`src/design/xcb_pkg.sv`:
```
`timescale 1ns / 1ps
// ----------------------------------------------------------------------------
// xcb_pkg
// Shared types, constants and the character table of the base64 frame encoder.
// ----------------------------------------------------------------------------
package xcb_pkg;

  localparam int          FIFO_DEPTH_DEFAULT = 4;
  localparam logic [7:0]  TERMINATOR_RESET   = 8'd35;

  // One unit of work for the back end: three bytes to encode, and whether the
  // frame's terminator follows them.
  typedef struct packed {
    logic [23:0] word;
    logic        term;
  } job_t;

  typedef enum logic [1:0] {
    B_IDLE,
    B_CHARS,
    B_TERM
  } back_state_t;

  function automatic logic [7:0] b64_char(input logic [5:0] v);
    logic [7:0] c;
    if (v < 6'd26) begin
      c = 8'd65 + {2'b00, v};
    end else if (v < 6'd52) begin
      c = 8'd97 + {2'b00, v} - 8'd26;
    end else if (v < 6'd62) begin
      c = 8'd48 + {2'b00, v} - 8'd52;
    end else if (v == 6'd62) begin
      c = 8'd43;
    end else begin
      c = 8'd47;
    end
    return c;
  endfunction

endpackage

```
`src/design/xcb_front.sv`:
```
`timescale 1ns / 1ps
// ----------------------------------------------------------------------------
// xcb_front
// Takes payload bytes, keeps the running checksum and gathers 3-byte groups
// into jobs for the back end.
// ----------------------------------------------------------------------------
module xcb_front
  import xcb_pkg::*;
(
  input  logic       clk,
  input  logic       rst,
  input  logic       in_valid,
  output logic       in_ready,
  input  logic [7:0] data_byte,
  input  logic       last_in,
  input  logic       q_full,
  output logic       q_push,
  output job_t       q_job
);

  logic [15:0] group_bytes, group_bytes_next;
  logic [1:0]  group_fill, group_fill_next;
  logic [7:0]  running_xor, running_xor_next;
  logic        pend, pend_next;
  logic [7:0]  pend_xor, pend_xor_next;
  logic [7:0]  xor_new;
  logic        take;

  assign in_ready = !pend && !q_full;
  assign take     = in_valid && in_ready;
  assign xor_new  = running_xor ^ data_byte;

  always_comb begin
    group_bytes_next = group_bytes;
    group_fill_next  = group_fill;
    running_xor_next = running_xor;
    pend_next        = pend;
    pend_xor_next    = pend_xor;
    q_push           = 1'b0;
    q_job            = '{word: {group_bytes, data_byte}, term: 1'b0};
    if (pend) begin
      // Second job of a last byte that closed a full group: checksum alone.
      if (!q_full) begin
        q_push    = 1'b1;
        q_job     = '{word: {pend_xor, 16'h0000}, term: 1'b1};
        pend_next = 1'b0;
      end
    end else if (take) begin
      if (!last_in) begin
        running_xor_next = xor_new;
        unique case (group_fill)
          2'd0: begin
            group_bytes_next = {data_byte, 8'h00};
            group_fill_next  = 2'd1;
          end
          2'd1: begin
            group_bytes_next = {group_bytes[15:8], data_byte};
            group_fill_next  = 2'd2;
          end
          default: begin
            q_push           = 1'b1;
            q_job            = '{word: {group_bytes, data_byte}, term: 1'b0};
            group_bytes_next = 16'h0000;
            group_fill_next  = 2'd0;
          end
        endcase
      end else begin
        q_push = 1'b1;
        unique case (group_fill)
          2'd0: q_job = '{word: {data_byte, xor_new, 8'h00}, term: 1'b1};
          2'd1: q_job = '{word: {group_bytes[15:8], data_byte, xor_new}, term: 1'b1};
          default: begin
            q_job         = '{word: {group_bytes, data_byte}, term: 1'b0};
            pend_next     = 1'b1;
            pend_xor_next = xor_new;
          end
        endcase
        group_bytes_next = 16'h0000;
        group_fill_next  = 2'd0;
        running_xor_next = 8'h00;
      end
    end
  end

  always_ff @(posedge clk) begin
    if (rst) begin
      group_bytes <= 16'h0000;
      group_fill  <= 2'd0;
      running_xor <= 8'h00;
      pend        <= 1'b0;
    end else begin
      group_bytes <= group_bytes_next;
      group_fill  <= group_fill_next;
      running_xor <= running_xor_next;
      pend        <= pend_next;
    end
    pend_xor <= pend_xor_next;
  end

endmodule

```
`src/design/xcb_fifo.sv`:
```
`timescale 1ns / 1ps
// ----------------------------------------------------------------------------
// xcb_fifo
// Short job queue between the front and back ends.
// ----------------------------------------------------------------------------
module xcb_fifo
  import xcb_pkg::*;
#(
  parameter int DEPTH = FIFO_DEPTH_DEFAULT
) (
  input  logic clk,
  input  logic rst,
  input  logic push,
  input  job_t push_job,
  output logic full,
  input  logic pop,
  output logic head_valid,
  output job_t head_job
);

  localparam int AW = (DEPTH > 1) ? $clog2(DEPTH) : 1;
  localparam int CW = $clog2(DEPTH + 1);

  job_t          mem [DEPTH];
  logic [AW-1:0] wr_ptr, rd_ptr;
  logic [CW-1:0] count;
  logic          do_push, do_pop;

  assign full       = (count == CW'(DEPTH));
  assign head_valid = (count != '0);
  assign head_job   = mem[rd_ptr];
  assign do_push    = push && !full;
  assign do_pop     = pop && head_valid;

  always_ff @(posedge clk) begin
    if (do_push) begin
      mem[wr_ptr] <= push_job;
    end
  end

  always_ff @(posedge clk) begin
    if (rst) begin
      wr_ptr <= '0;
      rd_ptr <= '0;
      count  <= '0;
    end else begin
      if (do_push) begin
        wr_ptr <= (wr_ptr == AW'(DEPTH - 1)) ? '0 : wr_ptr + 1'b1;
      end
      if (do_pop) begin
        rd_ptr <= (rd_ptr == AW'(DEPTH - 1)) ? '0 : rd_ptr + 1'b1;
      end
      if (do_push && !do_pop) begin
        count <= count + 1'b1;
      end else if (do_pop && !do_push) begin
        count <= count - 1'b1;
      end
    end
  end

endmodule

```
`src/design/xcb_back.sv`:
```
`timescale 1ns / 1ps
// ----------------------------------------------------------------------------
// xcb_back
// Turns queued jobs into base64 characters, one per cycle while the receiver
// takes them, followed by the terminator where the job asks for it.
// ----------------------------------------------------------------------------
module xcb_back
  import xcb_pkg::*;
(
  input  logic       clk,
  input  logic       rst,
  input  logic [7:0] terminator_char,
  input  logic       head_valid,
  input  job_t       head_job,
  output logic       pop,
  output logic       out_valid,
  input  logic       out_ready,
  output logic [7:0] out_char,
  output logic       last_out
);

  back_state_t state, state_next;
  logic [23:0] word;
  logic        term;
  logic [1:0]  idx, idx_next;
  logic [5:0]  sextet;
  logic        advance;
  logic        emit;
  logic [7:0]  emit_char;
  logic        emit_last;

  // The output register can take a new character when empty or being drained.
  assign advance = !out_valid || out_ready;

  always_comb begin
    unique case (idx)
      2'd0: sextet = word[23:18];
      2'd1: sextet = word[17:12];
      2'd2: sextet = word[11:6];
      default: sextet = word[5:0];
    endcase
  end

  always_comb begin
    state_next = state;
    unique case (state)
      B_IDLE: begin
        if (head_valid) begin
          state_next = B_CHARS;
        end
      end
      B_CHARS: begin
        if (advance && idx == 2'd3) begin
          if (term) begin
            state_next = B_TERM;
          end else if (!head_valid) begin
            state_next = B_IDLE;
          end
        end
      end
      B_TERM: begin
        if (advance) begin
          state_next = head_valid ? B_CHARS : B_IDLE;
        end
      end
      default: state_next = B_IDLE;
    endcase
  end

  always_comb begin
    pop       = 1'b0;
    emit      = 1'b0;
    emit_char = b64_char(sextet);
    emit_last = 1'b0;
    idx_next  = idx;
    unique case (state)
      B_IDLE: begin
        pop = head_valid;
      end
      B_CHARS: begin
        if (advance) begin
          emit     = 1'b1;
          idx_next = idx + 2'd1;
          if (idx == 2'd3 && !term) begin
            pop = head_valid;
          end
        end
      end
      B_TERM: begin
        if (advance) begin
          emit      = 1'b1;
          emit_char = terminator_char;
          emit_last = 1'b1;
          pop       = head_valid;
        end
      end
      default: begin
        pop = 1'b0;
      end
    endcase
  end

  always_ff @(posedge clk) begin
    if (rst) begin
      state     <= B_IDLE;
      idx       <= 2'd0;
      out_valid <= 1'b0;
    end else begin
      state <= state_next;
      idx   <= pop ? 2'd0 : idx_next;
      if (emit) begin
        out_valid <= 1'b1;
      end else if (out_ready) begin
        out_valid <= 1'b0;
      end
    end
    if (pop) begin
      word <= head_job.word;
      term <= head_job.term;
    end
    if (emit) begin
      out_char <= emit_char;
      last_out <= emit_last;
    end
  end

endmodule

```
`src/design/xor_checked_base64_framer.sv`:
```
`timescale 1ns / 1ps
// ----------------------------------------------------------------------------
// xor_checked_base64_framer
// Base64 frame encoder with an appended XOR checksum byte and a terminator.
// ----------------------------------------------------------------------------
// Input channel (in_valid/in_ready): one payload byte per request, last_in on
// the final byte of a frame. Output channel (out_valid/out_ready): one
// character per request; last_out marks the terminator that closes a frame.
// Every three bytes give four characters; after the last byte the checksum
// byte is appended, a partial group is zero-filled, and the terminator follows.
// The terminator character is set through cfg_wr_en/cfg_wr_data while idle;
// the user must keep to this, the block does not enforce it. A group's first
// character passes the queue, the job word register and the output register
// after the byte that completes the group is taken. Throughput is bounded by
// the output, one character per cycle while the receiver takes them. The front
// end takes a byte every cycle while the job queue (FIFO_DEPTH entries) has
// room; a last byte that closes a full group needs two queue slots, and
// in_ready is low while the second is pushed. When the receiver stalls, the
// output register holds its character, the queue fills and in_ready falls.
// Reset clears the queue, the partial group and the checksum, and sets the
// terminator to '#'.
// ----------------------------------------------------------------------------
module xor_checked_base64_framer
  import xcb_pkg::*;
#(
  parameter int FIFO_DEPTH = FIFO_DEPTH_DEFAULT
) (
  input  logic       clk,
  input  logic       rst,
  input  logic       cfg_wr_en,
  input  logic [7:0] cfg_wr_data,
  input  logic       in_valid,
  output logic       in_ready,
  input  logic [7:0] data_byte,
  input  logic       last_in,
  output logic       out_valid,
  input  logic       out_ready,
  output logic [7:0] out_char,
  output logic       last_out
);

  logic [7:0] terminator_char;
  logic       q_full, q_push, q_pop, head_valid;
  job_t       q_job, head_job;

  always_ff @(posedge clk) begin
    if (rst) begin
      terminator_char <= TERMINATOR_RESET;
    end else if (cfg_wr_en) begin
      terminator_char <= cfg_wr_data;
    end
  end

  xcb_front u_front (
    .clk       (clk),
    .rst       (rst),
    .in_valid  (in_valid),
    .in_ready  (in_ready),
    .data_byte (data_byte),
    .last_in   (last_in),
    .q_full    (q_full),
    .q_push    (q_push),
    .q_job     (q_job)
  );

  xcb_fifo #(
    .DEPTH (FIFO_DEPTH)
  ) u_fifo (
    .clk        (clk),
    .rst        (rst),
    .push       (q_push),
    .push_job   (q_job),
    .full       (q_full),
    .pop        (q_pop),
    .head_valid (head_valid),
    .head_job   (head_job)
  );

  xcb_back u_back (
    .clk             (clk),
    .rst             (rst),
    .terminator_char (terminator_char),
    .head_valid      (head_valid),
    .head_job        (head_job),
    .pop             (q_pop),
    .out_valid       (out_valid),
    .out_ready       (out_ready),
    .out_char        (out_char),
    .last_out        (last_out)
  );

endmodule

```
`config.mk`:
```
export PLATFORM = sky130hd
export DESIGN_NAME = xor_checked_base64_framer
export DESIGN_NICKNAME = d
export VERILOG_FILES = /design/src/design/xcb_pkg.sv /design/src/design/xcb_front.sv /design/src/design/xcb_fifo.sv /design/src/design/xcb_back.sv /design/src/design/xor_checked_base64_framer.sv
export SDC_FILE = /design/constraint.sdc
export NUM_CORES = 1
export LEC_CHECK = 0
export BUFFER_PORTS_ARGS = -buffer_cell sky130_fd_sc_hd__buf_2
export CAP_MARGIN = 10
export CORE_UTILIZATION = 35
export DETAILED_ROUTE_END_ITERATION = 6
export GPL_ROUTABILITY_DRIVEN = 0
export MAX_ROUTING_LAYER = met4
export PLACE_DENSITY = 0.55
export SLEW_MARGIN = 20
export SYNTH_ARGS = -nofsm -noshare
export SYNTH_HDL_FRONTEND = slang
export SYNTH_SLANG_ARGS = --single-unit
```
`constraint.sdc`:
```
create_clock -name clk -period 8.1 [get_ports clk]
set_input_delay 0 -clock clk [delete_from_list [all_inputs] [get_ports clk]]
set_output_delay 0 -clock clk [all_outputs]
set_load 0.02 [all_outputs]
```
Word level (Yosys, flattened, before mapping)
Memory sizes are Yosys's and may differ from the RTL's. A register that Yosys moved wholly into a read port is not among the register bits.
Cells that the tools add are included.

storage, ports and cells
  flip-flop bits (word level) = 64
  bits in writable memories = 100
  output and inout port bits = 11
  memories kept = 1
  word-level logic and storage cells = 123
  input bits = 22

memories
  name        depth  bits a word  rd ports  clocked after Yosys merged registers in  write ports  RTL line        source
  u_fifo.mem  4      25           1         1                                        1            xcb_fifo.sv:24  job_t mem [DEPTH];

cells by class
  muxes and demuxes = 47
  magnitude comparators = 3
  add/sub/neg operators = 10
  eq/ne operators = 15
  bitwise logic cells = 3
  reductions and logical operators = 29

operator list
  operator                                                                count
  25-bit 2-to-1 mux                                                       4
  25-bit one-hot mux with 2 select lines                                  1
  8-bit 2-to-1 mux                                                        6
  16-bit one-hot mux with 2 select lines                                  1
  1-bit 2-to-1 mux                                                        19
  6-bit one-hot mux with 3 select lines                                   1
  7-bit by 6-bit adder with 8-bit output (first input constant)           2
  16-bit 2-to-1 mux                                                       1
  2-bit 2-to-1 mux                                                        8
  6-bit < comparator (second input constant)                              2
  2-bit equality test (second input constant)                             5
  3-bit 2-to-1 mux                                                        3
  1-bit logical AND                                                       8
  4-bit AND reduction                                                     2
  8-bit by 5-bit subtractor with 8-bit output (second input constant)     1
  8-bit by 6-bit subtractor with 8-bit output (second input constant)     1
  8-bit bitwise XOR                                                       1
  6-bit by 6-bit adder with 7-bit output (first input constant)           1
  2-bit by 1-bit adder with 2-bit output (second input constant)          3
  2-bit by 1-bit equality test with 1-bit output (second input constant)  3
  6-bit equality test (second input constant)                             1
  1-bit zero test                                                         6
  2-bit zero test                                                         3
  6-bit by 5-bit < comparator with 1-bit output (second input constant)   1
  16 further kinds                                                        23

Longest topological paths before layout
  word-level depth = 11
  mapped depth = 13
  gate-level depth less buffers = 12

Hierarchy
A second synthesis with hierarchy kept.

second synthesis, totals
  cells, all modules = 647
  area total of the unflattened synthesis = 8549.4 sq um

by module, submodules not included
  module                     instances  cells an instance  sequential area each (sq um)  area each (sq um)
  xcb_fifo                   1          181                3183.1                        4111.4
  xcb_front                  1          266                780.7                         2084.5
  xcb_back                   1          174                1121.1                        2058.2
  xor_checked_base64_framer  1          26                 160.2                         295.3

Worst setup path after synthesis
No wires, ideal clock.

  path type = register -> register
  start point = reg u_back.state[0]
  end point = reg u_fifo.count[2]
  arrival time = 2.578 ns
  path buffers = 1
  library setup time = 0.070 ns
  stages on the path, launching flop included = 13
  path slack = 5.452 ns
  clock period less this slack = 2.648 ns
  data required time = 8.030 ns
  path through = dfxtp_1 > inv_1 > ha_1 > and2_1 > a21oi_1 > or3_1 > clkbuf_1 > ha_1 > inv_1 > fa_1 > xor2_1 > or3_1 > a21oi_1

between the ends
  cells in the longest elaborated chain, start to end = 6
  elaborated cells between the ends (all ways) = 10
  those cells by class = 2 x eq/ne; 2 x mux; 6 x reduce/logical

RTL lines
  item                                                    RTL line         source
  start: declaration                                      xcb_back.sv:22   back_state_t state, state_next;
  start signal: assignment                                xcb_back.sv:109  state <= state_next;
  2-bit equality test, or another cell as far along       xcb_back.sv:76   unique case (state)
  1-bit one-hot mux with 3 select lines (*)               xcb_back.sv:76
  1-bit logical AND (*)                                   xcb_fifo.sv:33   assign do_pop = pop && head_valid;
  1-bit zero test                                         xcb_fifo.sv:53   if (do_push && !do_pop) begin
  1-bit logical AND                                       xcb_fifo.sv:53
  3-bit 2-to-1 mux or 2-bit nonzero test (tied branches)  -
  end signal: assignment                                  xcb_fifo.sv:54   count <= count + 1'b1;
  end signal: assignment                                  xcb_fifo.sv:56   count <= count - 1'b1;
  end: declaration                                        xcb_fifo.sv:26   logic [CW-1:0] count;

Mark *: on every way between the ends. The rest lies on a longest branch, timed or not.
A chain may end at the register's enable or synchronous reset.

Worst setup path after layout
Same ends and word-level chain as after synthesis.

==> results.sh <==
export IMPL_pre_cts_ws_ns=5.02
export IMPL_worstSetupPathDepth=11
export IMPL_finClkSkew_ns=0.0127
export IMPL_fmaxAchievable_mhz=334
export IMPL_core_region_area_sq_um=23400
export IMPL_ios=33
export IMPL_synthesis_area_sq_um=8310
export IMPL_cts_resized_gates=0
export IMPL_synthFlopType="edfxtp_1"
export IMPL_drc=0
export IMPL_clk_pin_slew_ns=0.07
export IMPL_critPathLaunchType="register"
export IMPL_layout_cells_most_common="edfxtp_1"
export IMPL_setup_violations=0
export IMPL_synth_nets=691
export IMPL_vias_per_cell=5.08
export IMPL_max_stage_delay_ns=0.52
export IMPL_powerDensity_nw_per_um2=331
export IMPL_ys_async_sr_fraction_pct=0
export IMPL_design_area_sq_um=9640
export IMPL_cts_inserted_buffers=17
export IMPL_grtUsageTotal_pct=15.2
export IMPL_whs_path_depth=3
export IMPL_rows=56
export IMPL_insertion_delay_ns=0.43
export IMPL_synth_seq_cells=189
export IMPL_insertedDiodeCount=0
export IMPL_grt_max_degree=47
export IMPL_yosysTopAreaCellShare_pct=51.3
export IMPL_maxSlewViolCount=0
export IMPL_numClockSinks=189
export IMPL_post_dp_cell_area_sq_um=8740
export IMPL_vias=5170
export IMPL_maxSlewHeadroom_pct=31.3
export IMPL_avgSynthCellArea_sq_um=12.8
export IMPL_period_share_pct=37.0
export IMPL_yosys_area_top_type="edfxtp_1"
export IMPL_reg2reg_slack_ns=5.10
export IMPL_die_y_um=156
export IMPL_post_drt_wl_per_cell_um=16.6
export IMPL_p_total_mw=3.19
export IMPL_h_tree_depth=4
export IMPL_cap_violations=0
export IMPL_ys_warn_count=0
export IMPL_area_growth_pct=15.9
export IMPL_netlist_instances=649
export IMPL_finish_utilization_pct=41.2
export IMPL_cts_root_buf="clkbuf_16"
export IMPL_ir_worst_vdd_mv=0.163
export IMPL_crit_buf_inv=2
export IMPL_yosys_top_cells_area="edfxtp_1 51%, dfxtp_1 11%, mux4_2 6.8%, ha_1 2.9%, nor2_1 2.8%"
export IMPL_worst_setup_path_type="reg -> reg"
export IMPL_dpl_hpwl_mm=11.4
export IMPL_worstPathCellList="inv_1, ha_1, and2_1, a21oi_1, or3_1, ha_1, inv_1, fa_1, xor2_1, or3_1, a21oi_1"
export IMPL_grt_pass1_vias=5157
export IMPL_status="finished clean"
export IMPL_drt_pass1_iterations=5
export IMPL_min_path_type="in -> reg"
export IMPL_worst_slew_pin_slew_ns=1.00
export IMPL_endpoint_kind="register"
export IMPL_cts_buffer_depth=2
export IMPL_cp_max_fo=10
export IMPL_hold_viol_final=0
export IMPL_synth_distinct_cells=52
export IMPL_rsz0062_at_grt="no"
export IMPL_drt_total_wl_mm=16.9
export IMPL_final_nets=728
export IMPL_antenna_found_initial=0
export IMPL_r2r_cells=11
export IMPL_drt_initial_drc_count=364
export IMPL_fp_dieW_um=156
export IMPL_ant_nets=0
export IMPL_crit_family="simple AND/OR/NAND/NOR gates"
export IMPL_synth_edf_count=142
export IMPL_grt_first_pass_wirelength_mm=27.1
export IMPL_dieArea_sq_um=24400
export IMPL_grt_overflow_total=0
export IMPL_io_buffers=32
export IMPL_drive_above_1_share_pct=15.3
export IMPL_tns_ns=0
export IMPL_critical_path_required_ns=8.46
export IMPL_initial_utilization_pct=35.5
export IMPL_finalWorstSetupSlack_ns=5.10
export IMPL_yosysSeqAreaShare_pct=62.6
export IMPL_p_leak_nw=3.31
export IMPL_finalCriticalPeriod_ns=3.00
export IMPL_cts_tree="built"
export IMPL_slowest_stage="or3_1"
export IMPL_critPathArrivalTime_ns=3.35
export IMPL_final_cell_mix="142 x edfxtp_1, 63 x nor2_1, 46 x dfxtp_1"
[state kept, by name, indices dropped and copies added, names as in the netlist, 2 cells and up]
register	cells
terminator_char	8
u_back.word	24
u_front.group_bytes	16
u_back.out_char	8
u_front.running_xor	8
u_back.state	2
u_back.idx	2
u_front.group_fill	2
u_fifo.count	3
u_fifo.wr_ptr	2
u_front.pend_xor	8
u_fifo.mem	100
u_fifo.rd_ptr	2
[path summary, 6_finish.rpt]
check / from / endpoint
setup / recovery: u_back.state[0] / u_fifo.count[2]
hold / removal: cfg_wr_en / terminator_char[7]
setup reg to reg: u_back.state[0] / u_fifo.count[2]
hold reg to reg: u_front.group_bytes[2] / u_front.group_bytes[2]
[timing repair]
item | CTS | global route
hold endpoints to repair | 25 | 0
hold buffers | 23 | 0
setup buffers | 0 | 0
endpoints found under the setup margin | 0 | 0
[worst min-delay path: stages]
cell	delay (ns)
buf_2	0.18
mux2i_1	0.14
nor2_1	0.08
[report_power, final]
group | switching, mW | internal (mW)
logic | 0.556 | 0.380
clock network | 0.394 | 0.504
registers | 0.0853 | 1.27
total | 1.04 | 2.15
[cell families (layout without fill, tap and decap cells)]
| group | count (synthesis) | in the layout | synth area share [%] |
|---|---|---|---|
| buffers and inverters | 72 | 122 | 3.39 |
| and+or+nand+nor | 185 | 185 | 10.9 |
| xor gates and xnor gates | 14 | 14 | 1.47 |
| adders and majority gates | 20 | 20 | 3.10 |
| AOI/OAI and AO/OA | 126 | 126 | 9.59 |
| muxes | 43 | 43 | 8.98 |
| DFF | 189 | 189 | 62.6 |
[per-stage QoR]
step / instances / hold slack [ns]
floorplan: 649 / 0.118
global placement: 962 / 0.210
detailed placement: 962 / 0.218
CTS: 1017 / 0.00300
global route: 1018 / 0.0258
finish: 1018 / 0.0180
[layout make-up]
| class | count | area (sq um) |
|---|---|---|
| Clock buffer | 17 | 425 |
| Clock inverter | 15 | 224 |
| Fill cell | 2203 | 13800 |
| Inverter | 28 | 105 |
| Multi-Input combinational cell | 388 | 2830 |
| Sequential cell | 189 | 5210 |
| Tap cell | 319 | 399 |
| Timing Repair Buffer | 62 | 450 |
[Yosys cell counts (2+ instances only)]
library cell / count
o21ai_0: 40
mux2_2: 3
xor2_1: 2
buf_2: 3
a211o_1: 3
mux4_2: 25
inv_1: 27
a211oi_1: 4
dfxtp_1: 47
and3_1: 2
nand2_1: 34
xnor2_1: 12
o22ai_1: 8
nor3_2: 2
a222oi_1: 6
nor3_1: 5
a22o_1: 2
and2_1: 9
ha_1: 19
a22oi_1: 18
nand3_1: 20
or3_1: 12
nor2b_1: 11
o31ai_1: 2
mux2i_1: 15
o21ai_1: 2
edfxtp_1: 142
a21oi_1: 30
clkbuf_1: 34
nor2_1: 63
nand2b_1: 21
buf_1: 6
[layer usage]
metal	wire length, um	track usage (%)
met4	167	4.34
met2	8450	25.2
met5	0	-
met3	806	3.33
met1	7470	18.5
Power figures use the tool's default switching activity.
